===== src/rtl/prq_pkg.sv =====
// Shared types and constants for the process ready queue.
// No dependencies; imported by every module of the block.
package prq_pkg;

    localparam int QUEUE_DEPTH_DEF = 32;
    localparam int ID_W   = 16;
    localparam int ST_W   = 2;
    localparam int OP_W   = 3;
    localparam int KIND_W = 2;
    localparam int STAT_W = 2;
    localparam int CNT_W  = 6;

    localparam logic [OP_W-1:0] OP_APPEND    = 3'd0;
    localparam logic [OP_W-1:0] OP_POP_HEAD  = 3'd1;
    localparam logic [OP_W-1:0] OP_POP_READY = 3'd2;
    localparam logic [OP_W-1:0] OP_FIND      = 3'd3;
    localparam logic [OP_W-1:0] OP_REMOVE    = 3'd4;
    localparam logic [OP_W-1:0] OP_PURGE_FG  = 3'd5;
    localparam logic [OP_W-1:0] OP_SET_STATE = 3'd6;

    localparam logic [KIND_W-1:0] KIND_ANSWER  = 2'd0;
    localparam logic [KIND_W-1:0] KIND_KILLED  = 2'd1;
    localparam logic [KIND_W-1:0] KIND_UNBLOCK = 2'd2;

    localparam logic [STAT_W-1:0] STAT_OK    = 2'd0;
    localparam logic [STAT_W-1:0] STAT_EMPTY = 2'd1;
    localparam logic [STAT_W-1:0] STAT_FULL  = 2'd2;

    localparam logic [ST_W-1:0] PST_READY  = 2'd0;
    localparam logic [ST_W-1:0] PST_KILLED = 2'd1;

    typedef struct packed {
        logic [ID_W-1:0] id;
        logic [ID_W-1:0] parent;
        logic [ST_W-1:0] st;
        logic            fg;
        logic            wt;
    } entry_t;

    typedef struct packed {
        logic load;
        logic scan;
        logic finish;
    } prq_cmd_t;

    typedef struct packed {
        logic direct;
        logic scan_done;
    } prq_stat_t;

endpackage


===== src/rtl/prq_ctrl.sv =====
// Sequencer for the process ready queue: load, slot walk, answer.
// Depends on prq_pkg.
module prq_ctrl
    import prq_pkg::*;
(
    input  logic      clk,
    input  logic      rst_n,
    input  logic      start,
    input  prq_stat_t stat,
    output prq_cmd_t  cmd,
    output logic      busy
);

    localparam logic [1:0] S_IDLE = 2'd0;
    localparam logic [1:0] S_SCAN = 2'd1;
    localparam logic [1:0] S_FIN  = 2'd2;

    logic [1:0] state_reg;
    logic [1:0] state_next;

    always_comb
    begin
        state_next = state_reg;
        case (state_reg)
            S_IDLE:
            begin
                if (start)
                begin
                    state_next = S_SCAN;
                end
            end
            S_SCAN:
            begin
                if (stat.direct || stat.scan_done)
                begin
                    state_next = S_FIN;
                end
            end
            S_FIN:
            begin
                state_next = S_IDLE;
            end
            default:
            begin
                state_next = S_IDLE;
            end
        endcase
    end

    always_ff @(posedge clk or negedge rst_n)
    begin
        if (!rst_n)
        begin
            state_reg <= S_IDLE;
        end
        else
        begin
            state_reg <= state_next;
        end
    end

    assign cmd.load   = (state_reg == S_IDLE) && start;
    assign cmd.scan   = (state_reg == S_SCAN);
    assign cmd.finish = (state_reg == S_FIN);
    assign busy       = (state_reg != S_IDLE);

endmodule


===== src/rtl/prq_datapath.sv =====
// Slot memory, walk pointers, counters and result registers of the queue.
// Depends on prq_pkg; driven by prq_ctrl commands.
module prq_datapath
    import prq_pkg::*;
#(
    parameter int QUEUE_DEPTH = QUEUE_DEPTH_DEF
)
(
    input  logic              clk,
    input  logic              rst_n,
    input  prq_cmd_t          cmd,
    output prq_stat_t         stat,
    input  logic [OP_W-1:0]   opcode,
    input  logic [ID_W-1:0]   proc_id,
    input  logic [ID_W-1:0]   parent_id,
    input  logic [ST_W-1:0]   proc_state,
    input  logic              is_foreground,
    input  logic              has_waiter,
    output logic              result_valid,
    output logic [KIND_W-1:0] kind,
    output logic [STAT_W-1:0] status,
    output logic [ID_W-1:0]   out_id,
    output logic [ID_W-1:0]   out_parent,
    output logic [ST_W-1:0]   out_state,
    output logic              out_foreground,
    output logic              out_waiter,
    output logic [CNT_W-1:0]  queue_count,
    output logic              any_ready,
    output logic              last
);

    localparam int IW = (QUEUE_DEPTH > 1) ? $clog2(QUEUE_DEPTH) : 1;
    localparam int CW = $clog2(QUEUE_DEPTH + 1);
    localparam logic [CW-1:0] DEPTH_C = CW'(QUEUE_DEPTH);

    entry_t mem [QUEUE_DEPTH];
    entry_t rd_data_reg;

    logic [OP_W-1:0] op_reg;
    entry_t          in_reg;
    entry_t          ans_reg;
    entry_t          ans_next;
    logic [CW-1:0]   held_reg, held_next;
    logic [CW-1:0]   ready_reg, ready_next;
    logic [CW-1:0]   rd_idx_reg, wr_idx_reg, drop_reg;
    logic [CW-1:0]   rd_idx_next, wr_idx_next, drop_next;
    logic            ev_valid_reg, hit_reg, stop_reg;
    logic            ev_valid_next, hit_next, stop_next;

    logic            scan_op, issue, ev;
    entry_t          e, wr_entry, mem_wdata;
    logic            drop, report, hit_now, stop_now, id_match;
    logic [KIND_W-1:0] rep_kind;
    logic            mem_we;
    logic [IW-1:0]   mem_waddr;

    logic              res_valid_next, last_next, any_ready_next;
    logic [KIND_W-1:0] kind_next;
    logic [STAT_W-1:0] status_next;
    entry_t            res_entry_next;
    logic [CNT_W-1:0]  count_next;

    assign scan_op = (op_reg != OP_APPEND) && (op_reg <= OP_SET_STATE);
    assign issue   = cmd.scan && scan_op && !stop_reg && (rd_idx_reg < held_reg);
    assign ev      = cmd.scan && ev_valid_reg && !stop_reg;
    assign e       = rd_data_reg;
    assign id_match = (e.id == in_reg.id);

    assign stat.direct    = !scan_op;
    assign stat.scan_done = stop_reg || (!ev_valid_reg && (rd_idx_reg >= held_reg));

    // decide what happens to the slot read in the previous cycle
    always_comb
    begin
        drop     = 1'b0;
        report   = 1'b0;
        rep_kind = KIND_KILLED;
        hit_now  = 1'b0;
        stop_now = 1'b0;
        wr_entry = e;
        case (op_reg)
            OP_POP_HEAD:
            begin
                if (!hit_reg)
                begin
                    drop    = 1'b1;
                    hit_now = 1'b1;
                end
            end
            OP_REMOVE:
            begin
                if (!hit_reg && id_match)
                begin
                    drop    = 1'b1;
                    hit_now = 1'b1;
                end
            end
            OP_POP_READY:
            begin
                if (!hit_reg)
                begin
                    if (e.st == PST_READY)
                    begin
                        drop    = 1'b1;
                        hit_now = 1'b1;
                    end
                    else if (e.st == PST_KILLED)
                    begin
                        drop   = 1'b1;
                        report = 1'b1;
                    end
                end
            end
            OP_PURGE_FG:
            begin
                if (e.fg && (e.id > 16'd1))
                begin
                    drop     = 1'b1;
                    report   = e.wt;
                    rep_kind = KIND_UNBLOCK;
                end
            end
            OP_FIND:
            begin
                if (id_match)
                begin
                    hit_now  = 1'b1;
                    stop_now = 1'b1;
                end
            end
            OP_SET_STATE:
            begin
                if (id_match)
                begin
                    hit_now     = 1'b1;
                    stop_now    = 1'b1;
                    wr_entry.st = in_reg.st;
                end
            end
            default:
            begin
                drop = 1'b0;
            end
        endcase
    end

    always_comb
    begin
        held_next      = held_reg;
        ready_next     = ready_reg;
        rd_idx_next    = rd_idx_reg;
        wr_idx_next    = wr_idx_reg;
        drop_next      = drop_reg;
        ev_valid_next  = ev_valid_reg;
        hit_next       = hit_reg;
        stop_next      = stop_reg;
        ans_next       = ans_reg;
        mem_we         = 1'b0;
        mem_waddr      = wr_idx_reg[IW-1:0];
        mem_wdata      = wr_entry;
        res_valid_next = 1'b0;
        last_next      = 1'b0;
        kind_next      = KIND_ANSWER;
        status_next    = STAT_OK;
        res_entry_next = '0;
        count_next     = '0;
        any_ready_next = 1'b0;

        if (cmd.load)
        begin
            rd_idx_next   = '0;
            wr_idx_next   = '0;
            drop_next     = '0;
            ev_valid_next = 1'b0;
            hit_next      = 1'b0;
            stop_next     = 1'b0;
        end

        if (cmd.scan)
        begin
            ev_valid_next = issue;
            if (issue)
            begin
                rd_idx_next = rd_idx_reg + 1'b1;
            end
        end

        if (ev)
        begin
            if (drop)
            begin
                drop_next = drop_reg + 1'b1;
                if (e.st == PST_READY)
                begin
                    ready_next = ready_reg - 1'b1;
                end
            end
            else
            begin
                mem_we      = 1'b1;
                wr_idx_next = wr_idx_reg + 1'b1;
            end
            if (hit_now)
            begin
                hit_next  = 1'b1;
                stop_next = stop_now;
                ans_next  = wr_entry;
                if (op_reg == OP_SET_STATE)
                begin
                    ready_next = ready_reg - CW'(e.st == PST_READY)
                               + CW'(in_reg.st == PST_READY);
                end
            end
            if (report)
            begin
                res_valid_next = 1'b1;
                kind_next      = rep_kind;
                res_entry_next = e;
                count_next     = CNT_W'(held_reg - drop_next);
                any_ready_next = (ready_next != '0);
            end
        end

        if (cmd.finish)
        begin
            res_valid_next = 1'b1;
            last_next      = 1'b1;
            held_next      = held_reg - drop_reg;
            if (op_reg == OP_APPEND)
            begin
                if (held_reg >= DEPTH_C)
                begin
                    status_next = STAT_FULL;
                end
                else
                begin
                    mem_we         = 1'b1;
                    mem_waddr      = held_reg[IW-1:0];
                    mem_wdata      = in_reg;
                    held_next      = held_reg + 1'b1;
                    res_entry_next = in_reg;
                    if (in_reg.st == PST_READY)
                    begin
                        ready_next = ready_reg + 1'b1;
                    end
                end
            end
            else if (op_reg == OP_PURGE_FG)
            begin
                status_next = STAT_OK;
            end
            else if (scan_op && hit_reg)
            begin
                res_entry_next = ans_reg;
            end
            else
            begin
                status_next = STAT_EMPTY;
            end
            count_next     = CNT_W'(held_next);
            any_ready_next = (ready_next != '0);
        end
    end

    always_ff @(posedge clk)
    begin
        if (mem_we)
        begin
            mem[mem_waddr] <= mem_wdata;
        end
        if (issue)
        begin
            rd_data_reg <= mem[rd_idx_reg[IW-1:0]];
        end
        if (cmd.load)
        begin
            op_reg <= opcode;
            in_reg <= '{id: proc_id, parent: parent_id, st: proc_state,
                        fg: is_foreground, wt: has_waiter};
        end
        ans_reg        <= ans_next;
        kind           <= kind_next;
        status         <= status_next;
        out_id         <= res_entry_next.id;
        out_parent     <= res_entry_next.parent;
        out_state      <= res_entry_next.st;
        out_foreground <= res_entry_next.fg;
        out_waiter     <= res_entry_next.wt;
        queue_count    <= count_next;
        any_ready      <= any_ready_next;
        last           <= last_next;
    end

    always_ff @(posedge clk or negedge rst_n)
    begin
        if (!rst_n)
        begin
            held_reg     <= '0;
            ready_reg    <= '0;
            rd_idx_reg   <= '0;
            wr_idx_reg   <= '0;
            drop_reg     <= '0;
            ev_valid_reg <= 1'b0;
            hit_reg      <= 1'b0;
            stop_reg     <= 1'b0;
            result_valid <= 1'b0;
        end
        else
        begin
            held_reg     <= held_next;
            ready_reg    <= ready_next;
            rd_idx_reg   <= rd_idx_next;
            wr_idx_reg   <= wr_idx_next;
            drop_reg     <= drop_next;
            ev_valid_reg <= ev_valid_next;
            hit_reg      <= hit_next;
            stop_reg     <= stop_next;
            result_valid <= res_valid_next;
        end
    end

endmodule


===== src/rtl/process_ready_queue.sv =====
// Process ready queue, top level. Append and undefined opcodes answer without a slot walk;
// walking operations visit one slot per cycle through the slot memory's single read port,
// with compaction written back behind the read.
// One operation at a time: busy is high from acceptance until the answer cycle.
// Results are strobed by result_valid for one cycle each; the receiver cannot stall.
// Reset empties the queue and clears control; slot contents stay undefined, no clear pass.
module process_ready_queue
    import prq_pkg::*;
#(
    parameter int QUEUE_DEPTH = QUEUE_DEPTH_DEF
)
(
    input  logic              clk,
    input  logic              rst_n,
    input  logic              start,
    output logic              busy,
    input  logic [OP_W-1:0]   opcode,
    input  logic [ID_W-1:0]   proc_id,
    input  logic [ID_W-1:0]   parent_id,
    input  logic [ST_W-1:0]   proc_state,
    input  logic              is_foreground,
    input  logic              has_waiter,
    output logic              result_valid,
    output logic [KIND_W-1:0] kind,
    output logic [STAT_W-1:0] status,
    output logic [ID_W-1:0]   out_id,
    output logic [ID_W-1:0]   out_parent,
    output logic [ST_W-1:0]   out_state,
    output logic              out_foreground,
    output logic              out_waiter,
    output logic [CNT_W-1:0]  queue_count,
    output logic              any_ready,
    output logic              last
);

    prq_cmd_t  cmd;
    prq_stat_t stat;

    prq_ctrl u_ctrl (
        .clk   (clk),
        .rst_n (rst_n),
        .start (start),
        .stat  (stat),
        .cmd   (cmd),
        .busy  (busy)
    );

    prq_datapath #(
        .QUEUE_DEPTH (QUEUE_DEPTH)
    ) u_dp (
        .clk            (clk),
        .rst_n          (rst_n),
        .cmd            (cmd),
        .stat           (stat),
        .opcode         (opcode),
        .proc_id        (proc_id),
        .parent_id      (parent_id),
        .proc_state     (proc_state),
        .is_foreground  (is_foreground),
        .has_waiter     (has_waiter),
        .result_valid   (result_valid),
        .kind           (kind),
        .status         (status),
        .out_id         (out_id),
        .out_parent     (out_parent),
        .out_state      (out_state),
        .out_foreground (out_foreground),
        .out_waiter     (out_waiter),
        .queue_count    (queue_count),
        .any_ready      (any_ready),
        .last           (last)
    );

    a_accept_busy: assert property (@(posedge clk) disable iff (!rst_n)
        start && !busy |=> busy)
        else $error("accepted transfer did not raise busy");

    a_notice_not_last: assert property (@(posedge clk) disable iff (!rst_n)
        result_valid && (kind != KIND_ANSWER) |-> !last)
        else $error("notice marked as last result");

    a_full_count: assert property (@(posedge clk) disable iff (!rst_n)
        result_valid && (status == STAT_FULL) |-> (queue_count == CNT_W'(QUEUE_DEPTH)))
        else $error("full status with queue not full");

    a_last_ends_op: assert property (@(posedge clk) disable iff (!rst_n)
        result_valid && last |-> $past(busy))
        else $error("answer without an operation in progress");

endmodule


===== config.mk =====
export PLATFORM = sky130hd
export DESIGN_NAME = process_ready_queue
export DESIGN_NICKNAME = d
export VERILOG_FILES = /design/src/rtl/prq_pkg.sv /design/src/rtl/prq_ctrl.sv /design/src/rtl/prq_datapath.sv /design/src/rtl/process_ready_queue.sv
export SDC_FILE = /design/constraint.sdc
export NUM_CORES = 2
export LEC_CHECK = 0
export BUFFER_PORTS_ARGS = -buffer_cell sky130_fd_sc_hd__buf_2
export CORE_MARGIN = 8
export CORE_UTILIZATION = 55
export DETAILED_ROUTE_END_ITERATION = 12
export HOLD_SLACK_MARGIN = 0.02
export PLACE_DENSITY_LB_ADDON = 0.08
export SLEW_MARGIN = 20
export SYNTH_ARGS = -nofsm -noshare
export SYNTH_HDL_FRONTEND = slang
export SYNTH_SLANG_ARGS = --single-unit

===== constraint.sdc =====
create_clock -name clk -period 9.7 [get_ports clk]
set_input_delay 0.97 -clock clk [delete_from_list [all_inputs] [get_ports clk]]
set_output_delay 0.97 -clock clk [all_outputs]
set_load 0.01 [all_outputs]

==> report_table.html <==
<table>
<tr><th>Metric</th><th>Value</th></tr>
<tr><th colspan="2">Global route</th></tr>
<tr><td>Number of antenna violations at the first check in global routing</td><td>6</td></tr>
<tr><td>Wire length of the first global-routing pass</td><td>195100 um</td></tr>
<tr><td>Global Route Usage Sum</td><td>0.2543</td></tr>
<tr><td>Maximum number of pins on one net before global-route repair</td><td>126</td></tr>
<tr><td>Total grt overflow</td><td>0</td></tr>
<tr><td>Via count of the first global-routing pass</td><td>27.20k</td></tr>
<tr><th colspan="2">Pwr</th></tr>
<tr><td>Largest vdd supply drop</td><td>0.2070 mV</td></tr>
<tr><td>Pwr Total</td><td>0.01612 W</td></tr>
<tr><td>Power per cell area</td><td>269.8 mW/mm2</td></tr>
<tr><td>Lkg Pwr</td><td>19.19 nW</td></tr>
<tr><th colspan="2">Clock network</th></tr>
<tr><td>Skew-Pair Late Insertion Delay</td><td>0.74 ns</td></tr>
<tr><td>CTS H-Tree Depth</td><td>4</td></tr>
<tr><td>Clock sink total</td><td>1346</td></tr>
<tr><td>CTS tree</td><td>done</td></tr>
<tr><td>Number of gates resized after CTS</td><td>0</td></tr>
<tr><td>Post-CTS clock slew at the launch and capture registers of the worst setup and hold paths</td><td>0.06 ns</td></tr>
<tr><td>CTS Root Cell</td><td>sky130_fd_sc_hd__clkbuf_16</td></tr>
<tr><td>Number of buffers added by the clock tree synthesis step</td><td>138</td></tr>
<tr><td>Hold buffer count at CTS</td><td>0</td></tr>
<tr><td>Setup bufs post-CTS</td><td>0</td></tr>
<tr><td>Clock Path Buffers</td><td>3</td></tr>
<tr><th colspan="2">Route</th></tr>
<tr><td>Violation count after the first detailed-routing iteration</td><td>3320</td></tr>
<tr><td>Per-cell routed wire length</td><td>32.83 um</td></tr>
<tr><td>DRC errors left</td><td>0</td></tr>
<tr><td>Number of iterations in the first detailed-routing pass</td><td>8</td></tr>
<tr><td>Via count</td><td>26.70k</td></tr>
<tr><td>Number of vias per cell after detailed routing</td><td>6.493</td></tr>
<tr><td>Routed WL</td><td>135000 um</td></tr>
<tr><td>Remaining antenna violation count after routing</td><td>0</td></tr>
<tr><th colspan="2">Setup path</th></tr>
<tr><td>Cell at the slowest stage of the critical path</td><td>sky130_fd_sc_hd__nor2_4</td></tr>
<tr><td>Capturing element type of the critical path</td><td>flop</td></tr>
<tr><td>Path type of the worst setup path</td><td>reg2reg</td></tr>
<tr><td>Startpoint of the worst-slack reg-to-reg timing path</td><td>u_dp.e[25]</td></tr>
<tr><td>Worst setup path start</td><td>u_dp.e[25]</td></tr>
<tr><td>Startpoint Class</td><td>flop</td></tr>
<tr><td>FF-to-FF path depth</td><td>9</td></tr>
<tr><td>Crit-path cells</td><td>nor4_1, nand4_1, a21oi_1, a21o_1, nand2_1, nor3b_1, a31oi_2, nor2_4, buf_4</td></tr>
<tr><td>Crit path DAT</td><td>5.20 ns</td></tr>
<tr><td>Critical R2R Capture</td><td>u_dp.mem[22][18]</td></tr>
<tr><td>Maximum cell stage delay along the critical path</td><td>0.67 ns</td></tr>
<tr><td>Worst endpoint required time</td><td>10.06 ns</td></tr>
<tr><td>Largest fanout on the critical path</td><td>24</td></tr>
<tr><td>FF-to-FF setup slack</td><td>4.86 ns</td></tr>
<tr><td>Critical Path End</td><td>u_dp.mem[22][18]</td></tr>
<tr><th colspan="2">Timing</th></tr>
<tr><td>Slew HR</td><td>0.2282</td></tr>
<tr><td>Post-route setup TNS</td><td>0 ns</td></tr>
<tr><td>Worst path setup slack after routing</td><td>4.864 ns</td></tr>
<tr><td>Min Clock Period, post-route</td><td>4.836 ns</td></tr>
<tr><td>Peak Freq</td><td>206.8 MHz</td></tr>
<tr><td>Max-slew violation total from the final report</td><td>0</td></tr>
<tr><td>Final setup viols</td><td>0</td></tr>
<tr><td>Unrepaired setup endpoints after global routing</td><td>false</td></tr>
<tr><td>Number of hold violations in the final report</td><td>0</td></tr>
<tr><td>Clock skew after layout</td><td>0.02236 ns</td></tr>
<tr><td>Actual transition at the worst max-transition pin</td><td>1.155 ns</td></tr>
<tr><td>Post-route fraction of the period consumed by the critical path</td><td>0.4985</td></tr>
<tr><th colspan="2">Synthesis</th></tr>
<tr><td>Async set-reset flop share out of synthesis</td><td>0.02600</td></tr>
<tr><td>Post-synth design cell area</td><td>0.05283 mm2</td></tr>
<tr><td>Number of flops mapped to enable cells by yosys</td><td>1263</td></tr>
<tr><td>Yosys reg bits</td><td>1346</td></tr>
<tr><td>Post-Syn Nets</td><td>2634</td></tr>
<tr><td>Distinct cells, synth</td><td>76</td></tr>
<tr><td>Proportion of synthesized chip area in sequential cells</td><td>0.7527</td></tr>
<tr><td>Ys flop type</td><td>sky130_fd_sc_hd__edfxtp_1</td></tr>
<tr><td>Synth Warn #</td><td>0</td></tr>
<tr><td>Average cell area after synthesis</td><td>20.68 um2</td></tr>
<tr><td>Area share of the largest cell type after synthesis</td><td>0.7179</td></tr>
<tr><td>Most frequent cells after synthesis</td><td>sky130_fd_sc_hd__edfxtp_1, sky130_fd_sc_hd__mux4_2, sky130_fd_sc_hd__nand2_1, sky130_fd_sc_hd__clkbuf_1, sky130_fd_sc_hd__nor2_1</td></tr>
<tr><td>Post-Synthesis Cells</td><td>2554</td></tr>
<tr><td>Dominant cells by area after synthesis</td><td>sky130_fd_sc_hd__edfxtp_1, sky130_fd_sc_hd__mux4_2, sky130_fd_sc_hd__dfxtp_1</td></tr>
<tr><td>Most frequent cell after synthesis</td><td>sky130_fd_sc_hd__edfxtp_1</td></tr>
<tr><td>Area leader, netlist</td><td>sky130_fd_sc_hd__edfxtp_1</td></tr>
<tr><th colspan="2">Flow run</th></tr>
<tr><td>Number of max-cap violations</td><td>0</td></tr>
<tr><th colspan="2">Die</th></tr>
<tr><td>Width of the chip</td><td>325.9 um</td></tr>
<tr><td>Total I/O pin count</td><td>92</td></tr>
<tr><td>Die Footprint</td><td>0.1062 mm2</td></tr>
<tr><td>Starting density of the core</td><td>0.5552</td></tr>
<tr><td>Die height</td><td>325.9 um</td></tr>
<tr><td>Placeable core region</td><td>0.09515 mm2</td></tr>
<tr><td>Number of cell rows</td><td>113</td></tr>
<tr><th colspan="2">Final layout</th></tr>
<tr><td>Net total in the final layout</td><td>2814</td></tr>
<tr><td>Max FFs per register</td><td>1152</td></tr>
<tr><td>Count of placed standard cells in the final layout, fillers left out</td><td>4112</td></tr>
<tr><td>Share of layout cells above drive strength 1</td><td>0.2878</td></tr>
<tr><td>Register containing the most flip-flops in the final layout</td><td>u_dp.mem</td></tr>
<tr><td>Area added between synthesis and finish</td><td>13.10%</td></tr>
<tr><th colspan="2">Placement</th></tr>
<tr><td>Final estimated routing congestion in global placement</td><td>0.8448</td></tr>
<tr><td>Inst Count DP</td><td>3859</td></tr>
<tr><td>HPWL after detailed placement</td><td>75590 um</td></tr>
<tr><td>Count of input and output buffers</td><td>91</td></tr>
<tr><td>Worst slack, placed</td><td>4.906 ns</td></tr>
<tr><th colspan="2">Run status</th></tr>
<tr><td>Result of the run</td><td>finished, final reports clean</td></tr>
<tr><th colspan="2">Min path</th></tr>
<tr><td>Kind of path behind the tightest hold check</td><td>in2async</td></tr>
</table>
==> through the flow <==
step                        util  instance area [um2]  hold slack (ns)
after floorplan                -                52830           0.4296
after global placement    0.5810                55280           0.4436
after CTS                 0.6275                59700           0.3514
after detailed placement  0.5810                55280           0.4483
final                     0.6280                59750           0.3734
after global routing      0.6279                59750           0.3695
==> area by class of cell <==
| cell class | instances | area, um2 |
|---|---|---|
| fill | 6458 | 35400 |
| sequential | 1346 | 39780 |
| tap | 1265 | 1583 |
| antenna | 1 | 2.502 |
| clock buffer | 182 | 3755 |
| multi-input combinational | 1019 | 12690 |
| inverter | 65 | 244.0 |
| timing repair buffer | 164 | 1036 |
| clock inverter | 70 | 664.4 |
==> cells in the final DEF, fill, tap and decap left out, types with 12 or more instances in the layout <==
| cell type | Yosys | final |
|---|---|---|
| sky130_fd_sc_hd__bufinv_16 | 0 | 12 |
| sky130_fd_sc_hd__a21o_1 | 12 | 12 |
| sky130_fd_sc_hd__nand3_1 | 41 | 41 |
| sky130_fd_sc_hd__xnor2_1 | 13 | 13 |
| sky130_fd_sc_hd__clkinv_1 | 1 | 34 |
| sky130_fd_sc_hd__clkbuf_16 | 0 | 143 |
| sky130_fd_sc_hd__ha_1 | 35 | 35 |
| sky130_fd_sc_hd__o21ai_0 | 41 | 41 |
| sky130_fd_sc_hd__edfxtp_1 | 1263 | 1263 |
| sky130_fd_sc_hd__buf_2 | 5 | 91 |
| sky130_fd_sc_hd__nor2_1 | 78 | 45 |
| sky130_fd_sc_hd__o311ai_0 | 20 | 18 |
| sky130_fd_sc_hd__mux4_2 | 360 | 360 |
| sky130_fd_sc_hd__a222oi_1 | 14 | 14 |
| sky130_fd_sc_hd__clkinv_2 | 0 | 17 |
| sky130_fd_sc_hd__xor2_1 | 27 | 27 |
| sky130_fd_sc_hd__nor2_4 | 0 | 33 |
| sky130_fd_sc_hd__dfrtp_1 | 35 | 30 |
| sky130_fd_sc_hd__nand2_1 | 156 | 143 |
| sky130_fd_sc_hd__mux2_2 | 36 | 36 |
| sky130_fd_sc_hd__a21oi_1 | 50 | 49 |
| sky130_fd_sc_hd__dfxtp_1 | 48 | 48 |
| sky130_fd_sc_hd__buf_4 | 1 | 69 |
| sky130_fd_sc_hd__clkbuf_1 | 90 | 36 |
| sky130_fd_sc_hd__nand2_2 | 0 | 13 |
| sky130_fd_sc_hd__inv_1 | 64 | 63 |
==> worst min-delay path by stage <==
stage               slack (ns)                   to  cells after the start             start
CTS                       0.35      u_dp.in_reg[10]                      1      parent_id[6]
detailed placement        0.45  u_dp.out_foreground                      2   u_dp.ans_reg[1]
global placement          0.44  u_dp.out_parent[10]                      2  u_dp.ans_reg[14]
global route              0.37      u_dp.in_reg[20]                      1        proc_id[0]
finish                    0.37    u_dp.ready_reg[2]                      1             rst_n
floorplan                 0.43  u_dp.out_foreground                      2   u_dp.ans_reg[1]
==> cell families after synthesis <==
group | after synthesis | share of synthesized area
adders and majority gates | 39 | 0.009639
xor gates and xnor gates | 41 | 0.006940
buffers and inverters | 189 | 0.01362
AOI/OAI and AO/OA | 194 | 0.02532
DFF | 1346 | 0.7527
and+or+nand+nor | 341 | 0.02915
muxes | 404 | 0.1627
==> power breakdown <==
part           internal [W]  switching, W  total [W]
combinational       0.00136       0.00206    0.00342
clock               0.00305       0.00217    0.00521
sequential          0.00721      0.000277    0.00749
total                0.0116       0.00450     0.0161
==> worst max-delay path, delay by kind of cell, from the launching register on <==
family                 cells  cell delay (ns)
AND/OR/NAND/NOR            5             2.31
flip-flops                 1             0.51
AO/OA/AOI/OAI              3             1.06
buffers and inverters      1             0.54
==> routing by layer <==
metal  global-route usage  vias to the layer above  share of wire
li1                     -                    10904              -
met4              0.07718                        4          0.024
met1               0.3607                    14248           0.41
met2               0.3956                     1330           0.48
met5                    0                        -        0.00017
met3              0.06180                      215          0.092
(Power assumes the default switching activity.)
